===== src/design/y411_pkg.sv =====
// Shared constants, types and helpers of the y411 to RGB unpacker.
`timescale 1ns / 1ps
package y411_pkg;

  localparam int MAX_DIMENSION = 4096;
  localparam int POS_LIMIT     = 4096;
  localparam int POS_W         = 12;
  localparam int DIM_W         = 13;
  localparam int CFG_INDEX_W   = 2;
  localparam int LANES         = 4;
  localparam int LANE_IDX_W    = $clog2(LANES);
  localparam int TERM_W        = 19;

  localparam logic [CFG_INDEX_W-1:0] REG_FRAME_WIDTH  = 2'd0;
  localparam logic [CFG_INDEX_W-1:0] REG_FRAME_HEIGHT = 2'd1;

  localparam logic [DIM_W-1:0] WIDTH_RESET  = 13'd640;
  localparam logic [DIM_W-1:0] HEIGHT_RESET = 13'd480;

  localparam logic signed [TERM_W-1:0] COEF_Y  = 19'sd298;
  localparam logic signed [TERM_W-1:0] COEF_VR = 19'sd409;
  localparam logic signed [TERM_W-1:0] COEF_UG = 19'sd100;
  localparam logic signed [TERM_W-1:0] COEF_VG = 19'sd208;
  localparam logic signed [TERM_W-1:0] COEF_UB = 19'sd516;
  localparam logic signed [TERM_W-1:0] ROUND   = 19'sd128;
  localparam logic signed [9:0]        LUMA_OFFSET   = 10'sd16;
  localparam logic signed [9:0]        CHROMA_OFFSET = 10'sd128;

  typedef struct packed {
    logic [7:0] red;
    logic [7:0] green;
    logic [7:0] blue;
  } rgb_t;

  // Position and end-of-frame tag that travels with one group.
  typedef struct packed {
    logic [POS_W-1:0] row;
    logic [POS_W-1:0] col;
    logic             fend;
  } group_tag_t;

  localparam int DIM_CAP = (MAX_DIMENSION < POS_LIMIT) ? MAX_DIMENSION : POS_LIMIT;

  // Saturate a dimension register to 2..DIM_CAP and force it even.
  function automatic logic [DIM_W-1:0] effective_dim(input logic [DIM_W-1:0] value);
    logic [DIM_W-1:0] v;
    v = value;
    if (v > DIM_W'(DIM_CAP)) v = DIM_W'(DIM_CAP);
    if (v < DIM_W'(2)) v = DIM_W'(2);
    return {v[DIM_W-1:1], 1'b0};
  endfunction

endpackage


===== src/design/y411_if.sv =====
// Valid/ready channel interfaces for groups in and pixels out.
`timescale 1ns / 1ps
interface y411_in_if;
  logic       valid;
  logic       ready;
  logic [7:0] chroma_u;
  logic [7:0] luma_top_left;
  logic [7:0] luma_top_right;
  logic [7:0] chroma_v;
  logic [7:0] luma_bottom_left;
  logic [7:0] luma_bottom_right;

  modport source (output valid, chroma_u, luma_top_left, luma_top_right, chroma_v,
                  luma_bottom_left, luma_bottom_right, input ready);
  modport sink (input valid, chroma_u, luma_top_left, luma_top_right, chroma_v,
                luma_bottom_left, luma_bottom_right, output ready);
endinterface

interface y411_out_if;
  logic        valid;
  logic        ready;
  logic [7:0]  red;
  logic [7:0]  green;
  logic [7:0]  blue;
  logic [11:0] pixel_row;
  logic [11:0] pixel_column;
  logic        last_of_group;
  logic        frame_end;

  modport source (output valid, red, green, blue, pixel_row, pixel_column,
                  last_of_group, frame_end, input ready);
  modport sink (input valid, red, green, blue, pixel_row, pixel_column,
                last_of_group, frame_end, output ready);
endinterface


===== src/design/y411_lane.sv =====
// One conversion lane: luma plus shared chroma to a clamped RGB888 pixel.
`timescale 1ns / 1ps
module y411_lane
  import y411_pkg::*;
(
  input  logic       clk,
  input  logic       s1_en,
  input  logic       s2_en,
  input  logic [7:0] luma,
  input  logic [7:0] chroma_u,
  input  logic [7:0] chroma_v,
  output rgb_t       pixel
);

  logic signed [9:0]        c, d, e;
  logic signed [TERM_W-1:0] y_term_r, vr_term_r, ug_term_r, vg_term_r, ub_term_r;
  logic signed [TERM_W-1:0] sum_r, sum_g, sum_b;
  rgb_t                     pixel_r;

  // Floor shift by 8, then clamp to 0..255.
  function automatic logic [7:0] shift_clamp(input logic signed [TERM_W-1:0] x);
    logic signed [TERM_W-9:0] q;
    q = x[TERM_W-1:8];
    if (q < 0) return 8'd0;
    if (q > 255) return 8'd255;
    return q[7:0];
  endfunction

  assign c = $signed({2'b00, luma}) - LUMA_OFFSET;
  assign d = $signed({2'b00, chroma_u}) - CHROMA_OFFSET;
  assign e = $signed({2'b00, chroma_v}) - CHROMA_OFFSET;

  always_ff @(posedge clk) begin
    if (s1_en) begin
      y_term_r  <= TERM_W'(c) * COEF_Y;
      vr_term_r <= TERM_W'(e) * COEF_VR;
      ug_term_r <= TERM_W'(d) * COEF_UG;
      vg_term_r <= TERM_W'(e) * COEF_VG;
      ub_term_r <= TERM_W'(d) * COEF_UB;
    end
  end

  assign sum_r = y_term_r + vr_term_r + ROUND;
  assign sum_g = y_term_r - ug_term_r - vg_term_r + ROUND;
  assign sum_b = y_term_r + ub_term_r + ROUND;

  always_ff @(posedge clk) begin
    if (s2_en) begin
      pixel_r.red   <= shift_clamp(sum_r);
      pixel_r.green <= shift_clamp(sum_g);
      pixel_r.blue  <= shift_clamp(sum_b);
    end
  end

  assign pixel = pixel_r;

endmodule


===== src/design/y411_merge.sv =====
// Merge stage: hold the four lane pixels of a group, send one a cycle when ready.
`timescale 1ns / 1ps
module y411_merge
  import y411_pkg::*;
(
  input  logic            clk,
  input  logic            rst_n,
  input  logic            load_valid,
  output logic            load_ready,
  input  rgb_t            lane_pixel [LANES],
  input  group_tag_t      load_tag,
  y411_out_if.source      out_ch
);

  rgb_t                  buf_r [LANES];
  group_tag_t            tag_r;
  logic                  full_r, full_nxt;
  logic [LANE_IDX_W-1:0] idx_r, idx_nxt;
  logic                  out_take, last_take, load;

  assign out_take   = full_r && out_ch.ready;
  assign last_take  = out_take && (idx_r == LANE_IDX_W'(LANES - 1));
  assign load_ready = !full_r || last_take;
  assign load       = load_valid && load_ready;

  always_comb begin
    full_nxt = full_r;
    idx_nxt  = idx_r;
    if (out_take) idx_nxt = idx_r + 1'b1;
    if (last_take) full_nxt = 1'b0;
    if (load) begin
      full_nxt = 1'b1;
      idx_nxt  = '0;
    end
  end

  always_ff @(posedge clk) begin
    if (!rst_n) begin
      full_r <= 1'b0;
      idx_r  <= '0;
    end else begin
      full_r <= full_nxt;
      idx_r  <= idx_nxt;
    end
  end

  always_ff @(posedge clk) begin
    if (load) begin
      buf_r <= lane_pixel;
      tag_r <= load_tag;
    end
  end

  // Lane order is TL, TR, BL, BR: bit 1 of the index picks the row, bit 0 the column.
  assign out_ch.valid         = full_r;
  assign out_ch.red           = buf_r[idx_r].red;
  assign out_ch.green         = buf_r[idx_r].green;
  assign out_ch.blue          = buf_r[idx_r].blue;
  assign out_ch.pixel_row     = tag_r.row + POS_W'(idx_r[1]);
  assign out_ch.pixel_column  = tag_r.col + POS_W'(idx_r[0]);
  assign out_ch.last_of_group = (idx_r == LANE_IDX_W'(LANES - 1));
  assign out_ch.frame_end     = (idx_r == LANE_IDX_W'(LANES - 1)) && tag_r.fend;

endmodule


===== src/design/y411_to_rgb_unpacker.sv =====
// Top level of the y411 group to RGB888 unpacker.
//
// Usage: each request on in_ch carries one packed 2x2 group (u, y0, y1, v, y2,
// y3). The block answers with four RGB888 pixel requests on out_ch in the order
// top-left, top-right, bottom-left, bottom-right, each tagged with its row and
// column; last_of_group marks the fourth pixel, frame_end the fourth pixel of
// the group that closes the frame, after which positions wrap to 0,0.
// Each accepted group passes the product stage, the sum/clamp stage and the
// merge buffer before its first pixel is offered; its pixels then leave one per
// cycle while out_ch.ready is high, so the output channel draining the merge
// buffer sets the group rate; four lanes convert the whole group at once.
// A new group is taken while the previous one is still being sent.
// Reset (rst_n low, synchronous) empties the pipeline, sets the position to 0,0
// and the frame size to 640x480. When the receiver stalls, the pipeline fills
// and in_ch.ready drops; nothing is lost. Write cfg registers only while idle.
`timescale 1ns / 1ps
module y411_to_rgb_unpacker
  import y411_pkg::*;
(
  input  logic                   clk,
  input  logic                   rst_n,
  input  logic                   cfg_we,
  input  logic [CFG_INDEX_W-1:0] cfg_index,
  input  logic [DIM_W-1:0]       cfg_wdata,
  y411_in_if.sink                in_ch,
  y411_out_if.source             out_ch
);

  logic [DIM_W-1:0] frame_width_r, frame_height_r;
  logic [DIM_W-1:0] eff_width, eff_height;
  logic [POS_W-1:0] group_column_r, group_column_nxt;
  logic [POS_W-1:0] group_row_r, group_row_nxt;
  logic [DIM_W-1:0] col_step, row_step;
  logic             fend_nxt;

  logic       s1_valid_r, s1_valid_nxt;
  logic       s2_valid_r, s2_valid_nxt;
  group_tag_t s1_tag_r, s2_tag_r;
  logic       in_take, s1_move, s2_move, merge_ready;
  rgb_t       lane_pixel [LANES];
  logic [7:0] lane_luma  [LANES];

  // Register writes; an index past the list is dropped.
  always_ff @(posedge clk) begin
    if (!rst_n) begin
      frame_width_r  <= WIDTH_RESET;
      frame_height_r <= HEIGHT_RESET;
    end else if (cfg_we) begin
      case (cfg_index)
        REG_FRAME_WIDTH:  frame_width_r  <= cfg_wdata;
        REG_FRAME_HEIGHT: frame_height_r <= cfg_wdata;
        default: ;
      endcase
    end
  end

  assign eff_width  = effective_dim(frame_width_r);
  assign eff_height = effective_dim(frame_height_r);

  // Advance the group position by one 2x2 block; wrap at the frame edges.
  always_comb begin
    col_step         = {1'b0, group_column_r} + DIM_W'(2);
    row_step         = {1'b0, group_row_r} + DIM_W'(2);
    group_column_nxt = col_step[POS_W-1:0];
    group_row_nxt    = group_row_r;
    fend_nxt         = 1'b0;
    if (col_step >= eff_width) begin
      group_column_nxt = '0;
      group_row_nxt    = row_step[POS_W-1:0];
      if (row_step >= eff_height) begin
        group_row_nxt = '0;
        fend_nxt      = 1'b1;
      end
    end
  end

  // Pipeline flow: a stage moves on when the one ahead is empty or moving.
  assign s2_move     = s2_valid_r && merge_ready;
  assign s1_move     = s1_valid_r && (!s2_valid_r || s2_move);
  assign in_ch.ready = !s1_valid_r || s1_move;
  assign in_take     = in_ch.valid && in_ch.ready;

  always_comb begin
    s1_valid_nxt = s1_valid_r;
    s2_valid_nxt = s2_valid_r;
    if (s1_move) s1_valid_nxt = 1'b0;
    if (in_take) s1_valid_nxt = 1'b1;
    if (s2_move) s2_valid_nxt = 1'b0;
    if (s1_move) s2_valid_nxt = 1'b1;
  end

  always_ff @(posedge clk) begin
    if (!rst_n) begin
      s1_valid_r     <= 1'b0;
      s2_valid_r     <= 1'b0;
      group_column_r <= '0;
      group_row_r    <= '0;
    end else begin
      s1_valid_r <= s1_valid_nxt;
      s2_valid_r <= s2_valid_nxt;
      if (in_take) begin
        group_column_r <= group_column_nxt;
        group_row_r    <= group_row_nxt;
      end
    end
  end

  // Tag follows the group down the lanes.
  always_ff @(posedge clk) begin
    if (in_take) begin
      s1_tag_r.row  <= group_row_r;
      s1_tag_r.col  <= group_column_r;
      s1_tag_r.fend <= fend_nxt;
    end
    if (s1_move) s2_tag_r <= s1_tag_r;
  end

  assign lane_luma[0] = in_ch.luma_top_left;
  assign lane_luma[1] = in_ch.luma_top_right;
  assign lane_luma[2] = in_ch.luma_bottom_left;
  assign lane_luma[3] = in_ch.luma_bottom_right;

  for (genvar i = 0; i < LANES; i++) begin : g_lane
    y411_lane u_lane (
      .clk      (clk),
      .s1_en    (in_take),
      .s2_en    (s1_move),
      .luma     (lane_luma[i]),
      .chroma_u (in_ch.chroma_u),
      .chroma_v (in_ch.chroma_v),
      .pixel    (lane_pixel[i])
    );
  end

  y411_merge u_merge (
    .clk        (clk),
    .rst_n      (rst_n),
    .load_valid (s2_valid_r),
    .load_ready (merge_ready),
    .lane_pixel (lane_pixel),
    .load_tag   (s2_tag_r),
    .out_ch     (out_ch)
  );

  // The fourth pixel of a group sits at odd row and odd column.
  a_last_odd: assert property (@(posedge clk) disable iff (!rst_n)
    out_ch.valid && out_ch.last_of_group |-> out_ch.pixel_row[0] && out_ch.pixel_column[0])
    else $error("last pixel of group not at odd row and column");

  a_fend_last: assert property (@(posedge clk) disable iff (!rst_n)
    out_ch.valid && out_ch.frame_end |-> out_ch.last_of_group)
    else $error("frame end flagged on a non-final pixel of a group");

  a_take_fills: assert property (@(posedge clk) disable iff (!rst_n)
    in_take |=> s1_valid_r)
    else $error("accepted group did not enter the product stage");

  a_pos_wrap: assert property (@(posedge clk) disable iff (!rst_n)
    in_take && fend_nxt |=> group_column_r == '0 && group_row_r == '0)
    else $error("position did not wrap after the frame's last group");

endmodule


===== src/flat_wrapper.sv =====
// flat-port wrapper written by rule: the top's interface ports become plain ports
module y411_to_rgb_unpacker_flat import y411_pkg::*;
  (clk, rst_n, cfg_we, cfg_index, cfg_wdata, in_ch_valid, in_ch_chroma_u, in_ch_luma_top_left, in_ch_luma_top_right, in_ch_chroma_v, in_ch_luma_bottom_left, in_ch_luma_bottom_right, in_ch_ready, out_ch_valid, out_ch_red, out_ch_green, out_ch_blue, out_ch_pixel_row, out_ch_pixel_column, out_ch_last_of_group, out_ch_frame_end, out_ch_ready);
  y411_in_if in_ch_i ();
  y411_out_if out_ch_i ();
  input  logic clk;
  input  logic rst_n;
  input  logic cfg_we;
  input  logic [CFG_INDEX_W-1:0] cfg_index;
  input  logic [DIM_W-1:0] cfg_wdata;
  input wire logic [$bits(in_ch_i.valid)-1:0] in_ch_valid;
  input wire logic [$bits(in_ch_i.chroma_u)-1:0] in_ch_chroma_u;
  input wire logic [$bits(in_ch_i.luma_top_left)-1:0] in_ch_luma_top_left;
  input wire logic [$bits(in_ch_i.luma_top_right)-1:0] in_ch_luma_top_right;
  input wire logic [$bits(in_ch_i.chroma_v)-1:0] in_ch_chroma_v;
  input wire logic [$bits(in_ch_i.luma_bottom_left)-1:0] in_ch_luma_bottom_left;
  input wire logic [$bits(in_ch_i.luma_bottom_right)-1:0] in_ch_luma_bottom_right;
  output wire logic [$bits(in_ch_i.ready)-1:0] in_ch_ready;
  output wire logic [$bits(out_ch_i.valid)-1:0] out_ch_valid;
  output wire logic [$bits(out_ch_i.red)-1:0] out_ch_red;
  output wire logic [$bits(out_ch_i.green)-1:0] out_ch_green;
  output wire logic [$bits(out_ch_i.blue)-1:0] out_ch_blue;
  output wire logic [$bits(out_ch_i.pixel_row)-1:0] out_ch_pixel_row;
  output wire logic [$bits(out_ch_i.pixel_column)-1:0] out_ch_pixel_column;
  output wire logic [$bits(out_ch_i.last_of_group)-1:0] out_ch_last_of_group;
  output wire logic [$bits(out_ch_i.frame_end)-1:0] out_ch_frame_end;
  input wire logic [$bits(out_ch_i.ready)-1:0] out_ch_ready;
  assign in_ch_i.valid = in_ch_valid;
  assign in_ch_i.chroma_u = in_ch_chroma_u;
  assign in_ch_i.luma_top_left = in_ch_luma_top_left;
  assign in_ch_i.luma_top_right = in_ch_luma_top_right;
  assign in_ch_i.chroma_v = in_ch_chroma_v;
  assign in_ch_i.luma_bottom_left = in_ch_luma_bottom_left;
  assign in_ch_i.luma_bottom_right = in_ch_luma_bottom_right;
  assign in_ch_ready = in_ch_i.ready;
  assign out_ch_valid = out_ch_i.valid;
  assign out_ch_red = out_ch_i.red;
  assign out_ch_green = out_ch_i.green;
  assign out_ch_blue = out_ch_i.blue;
  assign out_ch_pixel_row = out_ch_i.pixel_row;
  assign out_ch_pixel_column = out_ch_i.pixel_column;
  assign out_ch_last_of_group = out_ch_i.last_of_group;
  assign out_ch_frame_end = out_ch_i.frame_end;
  assign out_ch_i.ready = out_ch_ready;
  y411_to_rgb_unpacker u_core (.clk(clk), .rst_n(rst_n), .cfg_we(cfg_we), .cfg_index(cfg_index), .cfg_wdata(cfg_wdata), .in_ch(in_ch_i), .out_ch(out_ch_i));
endmodule

===== config.mk =====
export PLATFORM = sky130hd
export DESIGN_NAME = y411_to_rgb_unpacker_flat
export DESIGN_NICKNAME = d
export VERILOG_FILES = /design/src/design/y411_pkg.sv /design/src/design/y411_if.sv /design/src/design/y411_lane.sv /design/src/design/y411_merge.sv /design/src/design/y411_to_rgb_unpacker.sv /design/src/flat_wrapper.sv
export SDC_FILE = /design/constraint.sdc
export NUM_CORES = 1
export LEC_CHECK = 0
export BUFFER_PORTS_ARGS = -buffer_cell sky130_fd_sc_hd__clkbuf_2
export CAP_MARGIN = 20
export CORE_MARGIN = 1
export CORE_UTILIZATION = 55
export DETAILED_ROUTE_END_ITERATION = 12
export GPL_TIMING_DRIVEN = 0
export PLACE_DENSITY = 0.72
export REMOVE_ABC_BUFFERS = 1
export SLEW_MARGIN = 20
export SYNTH_ARGS = -nofsm -noshare
export SYNTH_HDL_FRONTEND = slang
export SYNTH_SLANG_ARGS = --single-unit

===== constraint.sdc =====
create_clock -name clk -period 31.1 [get_ports clk]
set_input_delay 0 -clock clk [delete_from_list [all_inputs] [get_ports clk]]
set_output_delay 0 -clock clk [all_outputs]
set_load 0.05 [all_outputs]

After elaboration in Yosys (flattened, before gate mapping)
Index checks and enable logic that the tools add are counted.
{ "op_classes": {"add_sub_neg": 39, "multipliers": 8, "magnitude_cmp": 31, "n_eq_ne": 2, "n_mux": 124, "bitwise_logic": 2, "n_reduce_logical": 20} }
{ "op_table": {"columns": ["cell", "count"], "rows": [
  ["$mux W8", 48],
  ["$add A19 B9 Y19 const B", 12],
  ["$add A19 B19 Y19", 8],
  ["$sub A19 B19 Y19", 8],
  ["$gt A11 B9 Y1 const B", 12],
  ["$lt A11 B1 Y1 const B", 12],
  ["$mul A9 B9 Y18 const B", 4],
  ["$mux W1", 67],
  ["$mux W13", 4],
  ["$bmux W24 S2", 1],
  ["$mux W24", 2],
  ["$sub A8 B5 Y9 const B", 4],
  ["$add A12 B2 Y13 const B", 2],
  ["$ge A13 B13 Y1", 2],
  ["$gt A13 B13 Y1 const B", 2],
  ["$lt A13 B2 Y1 const B", 2],
  ["$add A12 B1 Y12", 2],
  ["$mux W12", 2],
  ["$mul A9 B10 Y19 const B", 1],
  ["$sub A8 B8 Y9 const B", 2],
  ["$mul A9 B9 Y17 const B", 1],
  ["$mul A9 B6 Y15 const B", 1],
  ["$mul A9 B5 Y14 const B", 1],
  ["$logic_and A1 B1 Y1", 6],
  ["12 further kinds", 20]
]} }
{ "word_totals": {"regBits": 462, "output_inout_bits": 52} }

Logic depth before layout (Yosys ltp)
Gate-level depths: netlist of run 1.
{ "logic_depth": {"ltp_word": 11, "mapped_depth": 21} }

Cells and area by module
A second synthesis of run 1 with hierarchy kept.
{ "unflattened": {"cells_unflattened": 4503, "hier_area_um2": 50848.8} }
{ "modules_own_cells": {"columns": ["mod", "instances", "cells_per_inst", "area_per_inst_um2"], "rows": [
  ["y411_lane (u_core.g_lane[2].u_lane)", 1, 984, 10557.6],
  ["y411_lane (u_core.g_lane[3].u_lane)", 1, 974, 10508.8],
  ["y411_lane (u_core.g_lane[1].u_lane)", 1, 958, 10438.8],
  ["y411_lane (u_core.g_lane[0].u_lane)", 1, 956, 10302.4],
  ["y411_merge", 1, 223, 4805.9],
  ["y411_to_rgb_unpacker", 1, 408, 4235.3]
]} }

Worst setup path after synthesis of run 1
OpenSTA, ideal clock, no wires.
{ "synth_path": {"kind": "reg2reg", "startpoint": "register u_core.u_merge.idx_r[1]", "endpoint": "register u_core.g_lane[0].u_lane.pixel_r (netlist bit u_core.g_lane[0].u_lane.pixel[0]), enable pin", "setup_ps": 777, "arrival_time_ps": 10159, "required_time_ps": 30323, "slack_ps": 20163, "path_stages_with_launch": 4, "path_buffers": 0, "period_less_slack_ps": 10937, "cell_sequence": "dfxtp_1 -> ha_1 -> a21boi_0 -> a21boi_0"} }
{ "synth_between": {"elab_chain_cells": 6} }
{ "synth_rtl": {"columns": ["element", "line", "text"], "rows": [
  ["from (decl)", "y411_merge.sv:18", "logic [LANE_IDX_W-1:0] idx_r, idx_nxt;"],
  ["from (signal assigned)", "y411_merge.sv:43", "idx_r <= idx_nxt;"],
  ["$eq A2 B2 Y1", null, null],
  ["net out_ch_last_of_group", "flat_wrapper.sv:25", "output wire logic [$bits(out_ch_i.last_of_group)-1:0] out_ch_last_of_group;"],
  ["$logic_and A1 B1 Y1", "y411_merge.sv:22", "assign last_take = out_take && (idx_r == LANE_IDX_W'(LANES - 1));"],
  ["$logic_or A1 B1 Y1", "y411_merge.sv:23", "assign load_ready = !full_r || last_take;"],
  ["$logic_and A1 B1 Y1", "y411_to_rgb_unpacker.sv:78", "assign s2_move = s2_valid_r && merge_ready;"],
  ["$logic_or A1 B1 Y1", "y411_to_rgb_unpacker.sv:79", "assign s1_move = s1_valid_r && (!s2_valid_r || s2_move);"],
  ["$logic_and A1 B1 Y1", "y411_to_rgb_unpacker.sv:79", null],
  ["net u_core.g_lane[0].u_lane.s2_en", "y411_lane.sv:8", "input logic s2_en,"],
  ["to (decl)", "y411_lane.sv:18", "rgb_t pixel_r;"]
]} }
The timed path passes the listed nets, and every way through them passes these cells.
A chain may end at the register's enable or synchronous reset.

Final worst setup path of run 1
{ "layout_path": {"startpoint": "register u_core.g_lane[2].u_lane.y_term_r[6]", "endpoint": "register u_core.g_lane[2].u_lane.pixel_r (netlist bit u_core.g_lane[2].u_lane.pixel[15]), data pin"} }
{ "layout_between": {"elab_chain_cells": 9, "elab_cells_between_ends": 13, "classes_between": "3 x add/sub; 2 x order compare; 8 x mux"} }
{ "layout_rtl": {"columns": ["element", "line", "text"], "rows": [
  ["from (decl)", "y411_lane.sv:16", "logic signed [TERM_W-1:0] y_term_r, vr_term_r, ug_term_r, vg_term_r, ub_term_r;"],
  ["from (signal assigned)", "y411_lane.sv:35", "y_term_r <= TERM_W'(c) * COEF_Y;"],
  ["$sub A19 B19 Y19 * (2 in series)", "y411_lane.sv:44", "assign sum_g = y_term_r - ug_term_r - vg_term_r + ROUND;"],
  ["$add A19 B9 Y19 *", "y411_lane.sv:44", null],
  ["$gt A11 B9 Y1", "y411_lane.sv:25", "if (q > 255) return 8'd255;"],
  ["$mux W1 (2 in series)", "y411_lane.sv:25", null],
  ["$mux W1", "y411_lane.sv:48", "if (s2_en) begin"],
  ["$mux W8", "y411_lane.sv:26", "return q[7:0];"],
  ["$mux W8 *", "y411_lane.sv:25", null],
  ["to (decl)", "y411_lane.sv:18", null]
]} }
Mark *: on every way between the ends. The rest lies on a longest branch, timed or not. The select of a mux whose other input is x is not followed.

==> results_dict.tcl, run 1 <==
set metrics [dict create \
    critPathKind "reg -> reg" \
    post-dp-hpwl_mm 68.20 \
    multiInputGateArea_um2 20310 \
    floorplan.initialDensity_pct 55.61 \
    worst_hold_slack_ps 29.45 \
    async_reset_ff_share_pct 0 \
    min_to "u_core.g_lane[0].u_lane.y_term_r[17]$_DFFE_PP_" \
    place_inst 4057 \
    finalMaxSlewViolations 0 \
    final_cells 4209 \
    min_period_ps 4789 \
    clock.fmax_ghz 0.2088 \
    globalRouteMet3Util_pct 4.236 \
    routedWlPerCell_um 20.21 \
    rr_endpoint "u_core.g_lane[2].u_lane.pixel[15]$_SDFFCE_PN0P_" \
    overflow 0 \
    drive_gt1_share_pct 8.661 \
    ys.flop_type "edfxtp_1" \
    cts_sinks 446 \
    yosysWarnings 0 \
    regToRegSetupSlack_ps 26310 \
    gp_congestion 0.9639 \
    grtUsageTotal_pct 26.84 \
    power.density_nw_per_um2 101.8 \
    io_buffers 119 \
    crit_required_ps 31540 \
    tightest_slew_ps 1052 \
    synth_cell_types 87 \
    mostFrequentLayoutCells "ha_1, inv_1, edfxtp_1" \
    hold-path-cell-count 4 \
    r2r-start "u_core.g_lane[2].u_lane.y_term_r[6]$_DFFE_PP_" \
    grt_setup_unrepaired "no" \
    avgSynthCellArea_um2 11.21 \
    row_count 92 \
    min_from "in_ch_luma_top_left[7]" \
    ir_drop_mv 0.06704 \
    netlist_area_um2 35010 \
    seq_area_um2 12860 \
    synth_enable_flop_cells 393 \
    path_delay_family "compound AO/OA/AOI/OAI gates" \
    nFillCells 5065 \
    first_pass_iters 5 \
    cp-end-kind "register" \
    cts_buffers 50 \
    status "finished clean" \
    start_kind "register" \
    htree_levels 2 \
    synth_top_area_share_pct 33.71 \
    syn_to_final_growth_pct 11.69 \
    p_leak_nw 18.11 \
    grt_pass1_vias 23980 \
    use_met2_pct 43.60 \
    setup_viol 0 \
    post-route-period-util_pct 15.40 \
    crit_slowest_cell "edfxtp_1" \
    ctsResizeCount 0 \
    postRouteAntennaNets 0 \
    final.setup.tns_ps 0 \
    fin_nets 4205 \
    r2r_cells 14 \
    cp_num_buf_inv 2 \
    final-hold-violation-count 0 \
    crit_path_cell_trace "inv_1, fa_1, fa_1, inv_1, ha_1, a21oi_1, o21ai_1, o21ai_1, o21ai_1, o211ai_1, mux2_2, a22o_1, a22oi_2, o21a_1" \
    dr_total_vias 23710 \
    grt_pass1_wl_mm 131.4 \
    die_area_um2 64670 \
    clk_pin_slew_ps 60 \
    drtIter0Drc 1284 \
    synthTopCellsByArea "edfxtp_1, ha_1, fa_1" \
    grt.busiest_layer "met2" \
    yosysSeqAreaShare_pct 36.74 \
    critPathMaxFanout 8 \
    grt_antenna_before_repair 2 \
    die_w_um 254.3 \
    synth_top_area_cell "edfxtp_1" \
    met1_usage_pct 36.17 \
    vias_per_cell 5.634 \
    crit_arrival_ps 5220 \
    fin_skew_ps 37.68 \
    clk_latency_ps 620 \
    drv_cap 0 \
    cts.path.max_buffers 3 \
    crit_top_cell "o21ai_1" \
    core_um2 62970 \
    hold_path.class "in -> reg" \
    slew_headroom_pct 29.30 \
    synth_seq_cells 446 \
    root_buffer "clkbuf_16" \
    slowest_delay_ps 550 \
    layout_commonest_cell "ha_1" \
    synth_cells 3122 \
    die_h_um 254.3 \
    drc 0 \
    io_pins 120 \
    cts_tree "done" \
    drt_wl_total_mm 85.06 \
    grt_max_degree 89 \
]
[layer usage]
layer | vias up | wire length [um]
met1 | 11540 | 38570
met2 | 521 | 38740
li1 | 11510 | -
met5 | - | 0
met4 | 0 | 3352
met3 | 147 | 4391
[flip-flops by register name, indices dropped and copies added (netlist names), 2 cells and up]
register,flops
u_core.g_lane.u_lane.pixel,96
u_core.g_lane.u_lane.ub_term_r,17
u_core.group_row_r,11
u_core.g_lane.u_lane.ug_term_r,12
u_core.u_merge.tag_r,23
u_core.g_lane.u_lane.vr_term_r,19
u_core.frame_height_r,13
u_core.group_column_r,11
u_core.s2_tag_r,23
u_core.s1_tag_r,23
u_core.u_merge.buf_r,96
u_core.g_lane.u_lane.vg_term_r,12
u_core.u_merge.idx_r,2
u_core.g_lane.u_lane.y_term_r,72
u_core.frame_width_r,13
[tightest hold or removal path, delay by kind of cell]
family | cells | cell delay, ps
buffers and inverters | 2 | 300
xor gates and xnor gates | 1 | 150
and+or+nand+nor | 1 | 70
[kinds of logic (layout without fill, tap and decap cells)]
logic type	count (synthesis)	after routing	synth area share, %
muxes	31	31	1.769
buffers and inverters	491	729	5.382
adders and majority gates	818	818	31.98
DFF	446	446	36.74
xor gates and xnor gates	218	218	5.453
other	0	3	0
and+or+nand+nor	541	541	7.354
AOI/OAI and AO/OA	577	577	11.33
[power by group]
part | internal (mW) | switching [mW]
clock network | 0.358 | 0.258
registers | 0.851 | 0.143
logic | 1.00 | 1.37
[worst max-delay path by stage]
stage / start / end / slack (ps) / depth (start not counted)
2_1_floorplan: u_core.u_merge.idx_r[0]$_SDFFE_PP0P_ / u_core.g_lane[0].u_lane.pixel[0]$_SDFFCE_PN0P_ / 19150 / 3
3_3_place_gp: u_core.u_merge.idx_r[0]$_SDFFE_PP0P_ / u_core.g_lane[0].u_lane.pixel[2]$_SDFFCE_PN0P_ / 15470 / 3
3_5_place_dp: in_ch_luma_bottom_right[4] / u_core.g_lane[3].u_lane.y_term_r[18]$_DFFE_PP_ / 26230 / 20
4_1_cts: in_ch_chroma_v[7] / u_core.g_lane[1].u_lane.vr_term_r[18]$_DFFE_PP_ / 26340 / 19
5_1_grt: in_ch_chroma_v[7] / u_core.g_lane[1].u_lane.vr_term_r[18]$_DFFE_PP_ / 26050 / 19
6_report: u_core.g_lane[2].u_lane.y_term_r[6]$_DFFE_PP_ / u_core.g_lane[2].u_lane.pixel[15]$_SDFFCE_PN0P_ / 26310 / 14
[cell type report]
cell class | count | area share (%)
inverters | 445 | 4.291
well taps | 846 | 2.707
flip-flops and latches | 446 | 32.90
diodes | 3 | 0.01920
multi-input cells | 2185 | 51.94
clock buffers | 57 | 3.347
clock inverters | 36 | 1.021
repair buffers | 191 | 3.782
[per-stage QoR]
| step | total power, mW | utilization (%) | setup slack [ps] | area [um^2] |
|---|---|---|---|---|
| 3_3_place_gp | 3.263 | 57.89 | 15470 | 36450 |
| 5_1_grt | 4.291 | 62.10 | 26050 | 39100 |
| 6_report | 3.981 | 62.11 | 26310 | 39110 |
| 2_1_floorplan | 2.672 | - | 19150 | 34800 |
| 4_1_cts | 3.972 | 62.09 | 26340 | 39100 |
| 3_5_place_dp | 3.326 | 58.49 | 26230 | 36830 |
[synthesized netlist by cell type (15+ instances only)]
cell type  instances
nand3_1           55
nand2b_1          20
o21ai_1           15
nor2b_1           23
and2_1            17
clkbuf_1          25
fa_1             128
xor2_1            76
o21a_1           110
nor2_1           143
o21ai_0           70
nand2_1          159
a21oi_1          158
a21o_1            47
dfxtp_1           53
mux4_2            24
o21bai_1          21
xnor2_1          142
ha_1             690
a31oi_1           19
edfxtp_1         393
and3_1            18
inv_1            445
nor3_1            38
[what timing repair did]
| item | 4_1_cts | 5_1_grt |
|---|---|---|
| hold endpoints to repair | 73 | 0 |
| setup buffers | 0 | 0 |
| hold buffers | 56 | 0 |
Power figures use the tool's default switching activity.
==> run 2, diff against run 1 <==
PLACE_DENSITY = 0.75   (was 0.72)
clock period = 3.84 ns   (was 31.1 ns; I/O delays follow)
==> results_dict.tcl, run 2 (synthesis gave the netlist of run 1 again) <==
set metrics [dict create \
    violations "negative hold slack, negative setup slack" \
    die_h_um 254.3 \
    grt_max_degree 114 \
    clk_latency_ps 610 \
    drt_wl_total_mm 82.15 \
    drive_gt1_share_pct 14.05 \
    gp_congestion 0.9698 \
    p_clk_share_pct 13.6 \
    die_area_um2 64670 \
    io_buffers 119 \
    grtUsageTotal_pct 25.21 \
    slew_headroom_pct 32.23 \
    cts.path.max_buffers 3 \
    final_util_pct 64.40 \
    grt_antenna_before_repair 2 \
    p_comb_share_pct 63.0 \
    finalMaxSlewViolations 0 \
    min_period_ps 3970 \
    intPower_mw 18.80 \
    crit_required_ps 4270 \
    overflow 0 \
    critPathKind "reg -> reg" \
    place_inst 4058 \
    drc 0 \
    first_pass_iters 6 \
    root_buffer "clkbuf_16" \
    postRouteAntennaNets 0 \
    mostFrequentLayoutCells "ha_1, inv_1, edfxtp_1" \
    final-hold-violation-count 1 \
    setup_viol 20 \
    power.density_nw_per_um2 829.1 \
    row_count 92 \
    final_cells 4285 \
    tightest_slew_ps 1015 \
    drtIter0Drc 1466 \
    power_switching_mw 14.82 \
    final_cell_area_um2 40550 \
    io_pins 120 \
    cts_buffers 47 \
    floorplan.initialDensity_pct 55.61 \
    ir_drop_mv 0.5691 \
    die_w_um 254.3 \
    crit_arrival_ps 4400 \
    clock.fmax_ghz 0.2519 \
    post-dp-hpwl_mm 61.49 \
    status "complete, but fails checks" \
    worst_hold_slack_ps -16.46 \
    drv_cap 0 \
    cp-end-kind "register" \
    finalPower_mw 33.62 \
    routedWlPerCell_um 19.17 \
    vias_per_cell 5.595 \
    grt_pass1_wl_mm 124.3 \
    post_dp_cell_area_um2 36860 \
    htree_levels 2 \
    clk_pin_slew_ps 60 \
    cts_tree "done" \
    fin_ws_ps -130.3 \
    fin_nets 4287 \
    hold_path.class "in -> reg" \
    fin_skew_ps 40.83 \
    p_seq_share_pct 23.3 \
    start_kind "register" \
    swShare_pct 44.09 \
    critPathMaxFanout 4 \
    grt_setup_unrepaired "yes" \
    layout_commonest_cell "ha_1" \
    grt_pass1_vias 23110 \
    dr_total_vias 23980 \
    p_leak_nw 18.59 \
    cts_sinks 446 \
    syn_to_final_growth_pct 15.82 \
    core_um2 62970 \
    post-route-period-util_pct 103.4 \
]
-- run 2: cell types whose count changed in the layout (fill, tap and decap cells not counted), sizes merged --
cell / change
buf: +83
inv: -8
clkbuf: -3
clkinvlp: +3
dlygate4sd3: +3
bufinv: -2
diode: -2
dlymetal6s4s: +2
-- run 2: layer usage --
layer | global-route usage (%) | routed length (um)
met5 | 0 | 0
met4 | 11.05 | 3995
met3 | 3.644 | 5545
met2 | 39.77 | 37110
met1 | 34.60 | 35490
-- run 2: per-stage QoR --
| stage | worst slack, ps | setup TNS (ps) |
|---|---|---|
| 2_1_floorplan | -8110 | -2063660 |
| 5_1_grt | -242.6 | -4541 |
| 6_report | -130.3 | -1278 |
| 4_1_cts | -12.29 | -18.20 |
| 3_3_place_gp | -11870 | -3005890 |
| 3_5_place_dp | -1322 | -39070 |
-- run 2: final timing paths --
| check | slack, ps | from | to | depth (start not counted) |
|---|---|---|---|---|
| max reg2reg | -130 | u_core.g_lane[1].u_lane.ub_term_r[4]$_DFFE_PP_ | u_core.g_lane[2].u_lane.pixel[14]$_SDFFCE_PN0P_ | 15 |
| min | -20 | in_ch_luma_top_left[2] | u_core.g_lane[0].u_lane.y_term_r[3]$_DFFE_PP_ | 2 |
| min reg2reg | 380 | u_core.g_lane[0].u_lane.pixel[15]$_SDFFCE_PN0P_ | u_core.u_merge.buf_r[87]$_DFFE_PP_ | 0 |
| max | -130 | u_core.g_lane[1].u_lane.ub_term_r[4]$_DFFE_PP_ | u_core.g_lane[2].u_lane.pixel[14]$_SDFFCE_PN0P_ | 15 |
-- run 2: what timing repair did --
action                                 in CTS  in global routing
endpoints found under the hold margin      73                  1
gates cloned                                0                  0
resized for setup                          68                124
setup endpoints to repair                  75                101
hold buffers                               60                  1
pin swaps                                  15                 78
buffers inserted                           28                 53
-- run 2: power groups by stage --
| stage | sequential, mW | clock (mW) | combinational (mW) |
|---|---|---|---|
| 2_1_floorplan | 7.41 | 0 | 14.2 |
| 3_3_place_gp | 8.09 | 0 | 17.9 |
| 3_5_place_dp | 8.06 | 0 | 18.3 |
| 4_1_cts | 7.92 | 4.68 | 19.3 |
| 5_1_grt | 7.88 | 4.85 | 23.5 |
| 6_report | 7.84 | 4.58 | 21.2 |
-- run 2: area by class of cell --
| cell class | count | area (um^2) |
|---|---|---|
| fillers | 4658 | 22420 |
| multi-input cells | 2185 | 21160 |
| flip-flops and latches | 446 | 12860 |
| repair buffers | 276 | 2220 |
| inverters | 445 | 1687 |
| clock buffers | 57 | 1245 |
| well taps | 846 | 1059 |
| clock inverters | 29 | 311.5 |
| diodes | 1 | 2.502 |
-- run 2: critical path, cell delays in order, from the launching register on --
cell      delay, ps
edfxtp_1        520
buf_6           180
fa_1            560
inv_2            50
ha_4            240
ha_4            230
a211oi_4        240
o21ai_2          90
o21ai_2         240
o21ai_2         100
o211ai_1        220
mux2_2          360
a22o_1          190
a22oi_2         270
buf_4           160
o21a_1          130
